`config.mk`:
```
export PLATFORM = sky130hd
export DESIGN_NAME = q2e_cordic_cell
export DESIGN_NICKNAME = d
export VERILOG_FILES = /design/src/rtl/q2e_pkg.sv /design/src/rtl/q2e_cordic_cell.sv
export SDC_FILE = /design/constraint.sdc
export NUM_CORES = 2
export LEC_CHECK = 0
export BUFFER_PORTS_ARGS = -buffer_cell sky130_fd_sc_hd__buf_2
export CORE_AREA = 2 2 362 364
export CTS_CLUSTER_SIZE = 40
export DETAILED_ROUTE_END_ITERATION = 10
export DIE_AREA = 0 0 364 366
export SETUP_SLACK_MARGIN = 0.5
export SLEW_MARGIN = 0
export SYNTH_ARGS = -nofsm -noshare
export SYNTH_HDL_FRONTEND = slang
export SYNTH_SLANG_ARGS = --single-unit
export TNS_END_PERCENT = 1
```
`constraint.sdc`:
```
create_clock -name clock -period 5.6 [get_ports clock]
set_input_delay 1.4 -clock clock [delete_from_list [all_inputs] [get_ports clock]]
set_output_delay 1.4 -clock clock [all_outputs]
set_load 0.005 [all_outputs]
```
`src/rtl/q2e_pkg.sv`:
```
// Shared constants, types and functions for the quaternion to Euler pipeline.
`timescale 1ns / 1ps
package q2e_pkg;
   localparam int QUAT_FRAC_BITS_DEF  = 14;
   localparam int ANGLE_FRAC_BITS_DEF = 7;
   localparam int CORDIC_STAGES_DEF   = 16;
   localparam int WORK_FRAC = 30;
   localparam int DEG_FRAC  = 24;
   localparam int VW        = 50;   // CORDIC x/y width
   localparam int ZW        = 36;   // angle accumulator width, degrees * 2^24
   localparam int IN_W      = 16;
   localparam int PITCH_W   = 15;
   localparam int ANG_W     = 16;

   typedef logic signed [VW-1:0] vec_type;
   typedef logic signed [ZW-1:0] ang_type;

   // One CORDIC lane: vector plus angle plus a bypass flag for the trivial cases.
   typedef struct packed {
      vec_type x;
      vec_type y;
      ang_type z;
      logic    done;
   } lane_type;

   function automatic ang_type atan_tab(input int i);
      logic [31:0] t [32];
      t = '{32'd754974720, 32'd445687602, 32'd235489088, 32'd119537938, 32'd60000934,
            32'd30029717, 32'd15018523, 32'd7509720, 32'd3754917, 32'd1877466,
            32'd938734, 32'd469367, 32'd234684, 32'd117342, 32'd58671, 32'd29335,
            32'd14668, 32'd7334, 32'd3667, 32'd1833, 32'd917, 32'd458, 32'd229,
            32'd115, 32'd57, 32'd29, 32'd14, 32'd7, 32'd4, 32'd2, 32'd1, 32'd0};
      return ang_type'({4'd0, t[i[4:0]]});
   endfunction
endpackage

```
`src/rtl/q2e_cordic_cell.sv`:
```
// One CORDIC vectoring step cell with registered lanes for three angles.
`timescale 1ns / 1ps
module q2e_cordic_cell #(
   parameter int STEP = 0
) (
   input  logic                clock,
   input  logic                reset,
   input  logic                en,
   input  logic                valid_in,
   input  q2e_pkg::lane_type   lane_in  [3],
   input  logic [q2e_pkg::PITCH_W+2*q2e_pkg::ANG_W-1:0] pass_in,
   output logic                valid_out,
   output q2e_pkg::lane_type   lane_out [3],
   output logic [q2e_pkg::PITCH_W+2*q2e_pkg::ANG_W-1:0] pass_out
);
   import q2e_pkg::*;
   lane_type lane_ff [3];
   lane_type lane_in_c [3];
   logic     valid_ff;

   always_comb begin
      for (int k = 0; k < 3; k++) begin
         lane_in_c[k] = lane_in[k];
         if (!lane_in[k].done) begin
            if (!lane_in[k].y[VW-1]) begin
               lane_in_c[k].x = lane_in[k].x + (lane_in[k].y >>> STEP);
               lane_in_c[k].y = lane_in[k].y - (lane_in[k].x >>> STEP);
               lane_in_c[k].z = lane_in[k].z + atan_tab(STEP);
            end else begin
               lane_in_c[k].x = lane_in[k].x - (lane_in[k].y >>> STEP);
               lane_in_c[k].y = lane_in[k].y + (lane_in[k].x >>> STEP);
               lane_in_c[k].z = lane_in[k].z - atan_tab(STEP);
            end
         end
      end
   end

   always_ff @(posedge clock) begin
      if (reset) begin
         valid_ff <= 1'b0;
      end else if (en) begin
         valid_ff <= valid_in;
      end
      if (en) begin
         lane_ff  <= lane_in_c;
         pass_out <= pass_in;
      end
   end

   assign valid_out = valid_ff;
   assign lane_out  = lane_ff;
endmodule

```
**Word-level counts from Yosys, hierarchy flattened**

Cells that the tools add are included.

- Add/sub/neg operators: 15
- Multiplexer cells: 6

Operators by type and width:

| operator | number |
|---|---|
| $mux W136 | 6 |
| $sub A50 B50 Y50 | 6 |
| $add A50 B50 Y50 | 3 |
| $add A36 B31 Y36 const B | 3 |
| $sub A36 B31 Y36 const B | 3 |

- Output and inout port bits: 459
- Flip-flop bits (word level): 459

**Depth between registers and ports, before layout**

- Depth after elaboration: 3
- Mapped depth: 16

**Worst setup path before layout**

No wires, ideal clock.

- Path kind: input to register
- From: in lane_in[174] (netlist bit)
- To: reg lane_ff, in the netlist lane_out[264], data pin
- Required time: 5.337 ns
- Setup time: 0.263 ns
- Arrival: 4.301 ns
- Stages on the path: 13
- Slack: 1.035 ns
- Path buffers: 0
- Cells stage by stage: ha_1 fa_1 nor3b_1 o31ai_1 a21boi_1 o31ai_2 o211ai_2 a221oi_2 o21bai_1 a311o_1 mux2_2 xnor2_1 o21ai_1

RTL lines:

| element | line | source |
|---|---|---|
| start: declaration | q2e_cordic_cell.sv:10 | `input q2e_pkg::lane_type lane_in [3],` |
| end signal: assignment | q2e_cordic_cell.sv:45 | `lane_ff <= lane_in_c;` |
| end: declaration | q2e_cordic_cell.sv:17 | `lane_type lane_ff [3];` |

==> metrics.cfg <==
[status]
status = finished, final reports clean

[floorplanning]
die_w_um = 364
core_sq_um = 129000
die_area_sq_um = 133000
start_util_pct = 35.4
io_pins = 921
num_rows = 132
die_h_um = 366

[power]
power_density_nw_per_um2 = 241
power.total_mw = 13.2
p_leak_nw = 24.5
vdd_ir_drop_max_uv = 220

[cells_and_area]
fin_nets = 7431
finish.instance_area_sq_um = 54800
syn2layout_area_growth_pct = 19.9
final_cell_count_no_fill = 8257
ff_latch_area_sq_um = 13800
drive_gt1_share_pct = 19.4
multiInputGateArea_sq_um = 28900
fillers = 13200

[setup_path]
critPathKind = input pin to flop
slowest_stage = o21ai_0
slowest_delay_ps = 480
cp_cell_sequence = buf_2 > inv_1 > ha_1 > buf_4 > nand4_1 > inv_1 > a221oi_1 > o211ai_1 > a41o_1 > o21ai_0 > o21ai_0 > buf_4 > a2111o_1 > o21ai_0 > xor2_1 > o21ai_0
crit_top_cell = o21ai_0
cp.required_ps = 6000
worstPathArrival_ps = 5290
start_kind = input pin
critical_path.endpoint_type = flop
crit_fanout = 7

[logic_synthesis]
netlist_area_sq_um = 45700
ys_seq_elements = 459
synth-adder-area-share_pct = 14.7
netlist.area_leader.share_pct = 30.1
mappedNetlistNets = 6539
synthTopCellsByArea = edfxtp_1 (30%), ha_1 (14%), a21oi_1 (7.8%)
synth-async-reset-ratio_pct = 0
synthMuxAreaShare_pct = 3.01
synth_warnings = 0
synthXorXnorAreaFrac_pct = 5.94
synthSimpleGateAreaFrac_pct = 14.2
synth_top_family_by_area = compound AO/OA/AOI/OAI gates
seq_area_frac_synth_pct = 30.2
avgSynthCellArea_sq_um = 8.24
synth_top_area_cell = edfxtp_1
synth-edff-count = 458
synth_cells = 5546
synth_cell_types = 89
synth-compound-area-share_pct = 25.4
yosys_most_used_dff = edfxtp_1

[routing]
drt_iter0_markers = 5102
wire_per_inst_um = 24.5
drt.antenna.violating_nets = 0
drc = 0
dr.pass1.iters = 6
wl_um = 202000
via_per_inst = 5.63
vias = 46500

[placed_design]
gp_congestion = 1.00
postPlaceCellArea_sq_um = 52900
dp_hpwl_um = 164000
dp.cells = 8121
io_buffers = 920

[clocking]
htreeDepth = 2
insertion_delay_ps = 670
cts_buffer_depth = 3
post_cts_buffers = 0
postCtsHoldBufs = 0
clk_pin_slew_ps = 60
cts_sinks = 459
cts_made_buffers = 57
cts_tree = yes
clockRootBuffer = clkbuf_16

[timing]
skew_ps = 0
slew_viol_final = 0
max_freq_mhz = 204
slew_headroom_pct = 34.2
fin_crit_sh_pct = 87.4
hold_viol_final = 0
hold_ws_ps = 499
setup_viol = 0
min_period_ps = 4900
worst_pin_slew_ps = 988
rsz0062_at_grt = no

[global_routing]
grt_use_total_pct = 28.9
grt_pass1_vias = 44500
grt_max_degree = 182
grt.overflow.total = 0
grt_pass1_wl_um = 293000
antenna_found_initial = 75

[min_path]
hold_path_class = flop to flop

[flow_run]
cap_viol_max_count = 0

==> area by class of cell <==
type,instances,share of cell area [%]
inverter,505,3.46
clock inverter,44,0.651
timing repair buffer,1110,11.2
sequential,459,25.1
tap,1742,3.98
clock buffer,63,2.65
multi-input combinational,4305,52.8
antenna,29,0.132
==> worst max-delay path: cells and delay by family <==
family / cells / cell delay, ps
adder cells (fa/ha/maj): 1 / 400
AO/OA/AOI/OAI: 8 / 2400
XOR/XNOR: 1 / 170
buffers and inverters: 5 / 670
AND/OR/NAND/NOR: 1 / 230
==> metal layers <==
metal	share of wire, %	routed length (um)	vias to the layer above	global-route usage [%]
met5	0.15	310	-	0
met4	3.1	6240	52	8.94
met3	8.7	17600	323	5.67
met2	45	90800	2266	46.0
met1	43	86900	22200	39.3
li1	-	-	21600	-
==> cells in the mapped netlist (20+ instances only) <==
master,count
a211oi_1,58
a21boi_0,27
a21o_1,115
a21oi_1,716
a221oi_1,20
a31oi_1,37
buf_1,52
buf_2,29
clkbuf_1,196
edfxtp_1,458
ha_1,519
inv_1,494
mux2i_1,125
nand2_1,412
nand2b_1,50
nand3_1,81
nand4_1,55
nor2_1,502
nor2b_1,54
nor3_1,98
nor4_1,55
o211ai_1,43
o21a_1,42
o21ai_0,462
o21bai_1,105
o31ai_1,65
or3_1,29
xnor2_1,274
xor2_1,36
==> worst paths after layout <==
kind	startpoint	endpoint	slack [ps]	cells past startpoint
hold reg to reg	valid_out	valid_out	500	2
setup reg to reg	valid_out	valid_out	5020	2
setup / recovery	lane_in[326]	lane_out[408]	700	16
hold / removal	valid_out	valid_out	500	2
==> timing repair <==
| item | 4_1_cts | 5_1_grt |
|---|---|---|
| resized for setup | 0 | 1 |
| endpoints found under the hold margin | 0 | 0 |
| endpoints found under the setup margin | 0 | 4 |
==> flip-flops by register name, indices dropped and copies added (netlist names) <==
name	cells
lane_out	411
pass_out	47
valid_out	1
==> power breakdown <==
part / switching [mW] / total, mW / internal [mW]
clock network: 1.67 / 3.69 / 2.02
logic: 3.18 / 5.06 / 1.88
registers: 0.169 / 4.46 / 4.29
total: 5.02 / 13.2 / 8.18
==> stage by stage <==
| stage | TNS, ps | utilization, % | worst slack (ps) |
|---|---|---|---|
| 2_1_floorplan | 0 | - | 1040 |
| 3_3_place_gp | -87.7 | 41.0 | -66.5 |
| 3_5_place_dp | -214 | 41.0 | -112 |
| 4_1_cts | 0 | 42.4 | 618 |
| 5_1_grt | 0 | 42.4 | 647 |
| 6_report | 0 | 42.5 | 704 |
==> kinds of logic after synthesis <==
kind of cell / count (synthesis)
AND/OR/NAND/NOR: 1427
buffers and inverters: 782
XOR/XNOR: 310
flip-flops: 459
AO/OA/AOI/OAI: 1901
multiplexers: 136
adder cells (fa/ha/maj): 531
==> cell usage in the layout, fill, tap and decap left out, drive strengths merged, types with 36 or more instances in the layout <==
master | synthesis | layout
a211oi | 60 | 60
a21o | 115 | 115
a21oi | 716 | 716
a31oi | 37 | 37
buf | 81 | 1110
clkbuf | 196 | 63
clkinv | 8 | 38
edfxtp | 458 | 458
ha | 519 | 519
inv | 497 | 503
mux2i | 125 | 125
nand2 | 412 | 412
nand2b | 50 | 50
nand3 | 81 | 81
nand4 | 55 | 55
nor2 | 502 | 502
nor2b | 54 | 54
nor3 | 99 | 99
nor4 | 55 | 55
o211ai | 46 | 46
o21a | 42 | 42
o21ai | 469 | 469
o21bai | 105 | 105
o31ai | 66 | 66
xnor2 | 274 | 274
xor2 | 36 | 36
Note: power is estimated with default switching activity, not from simulation.
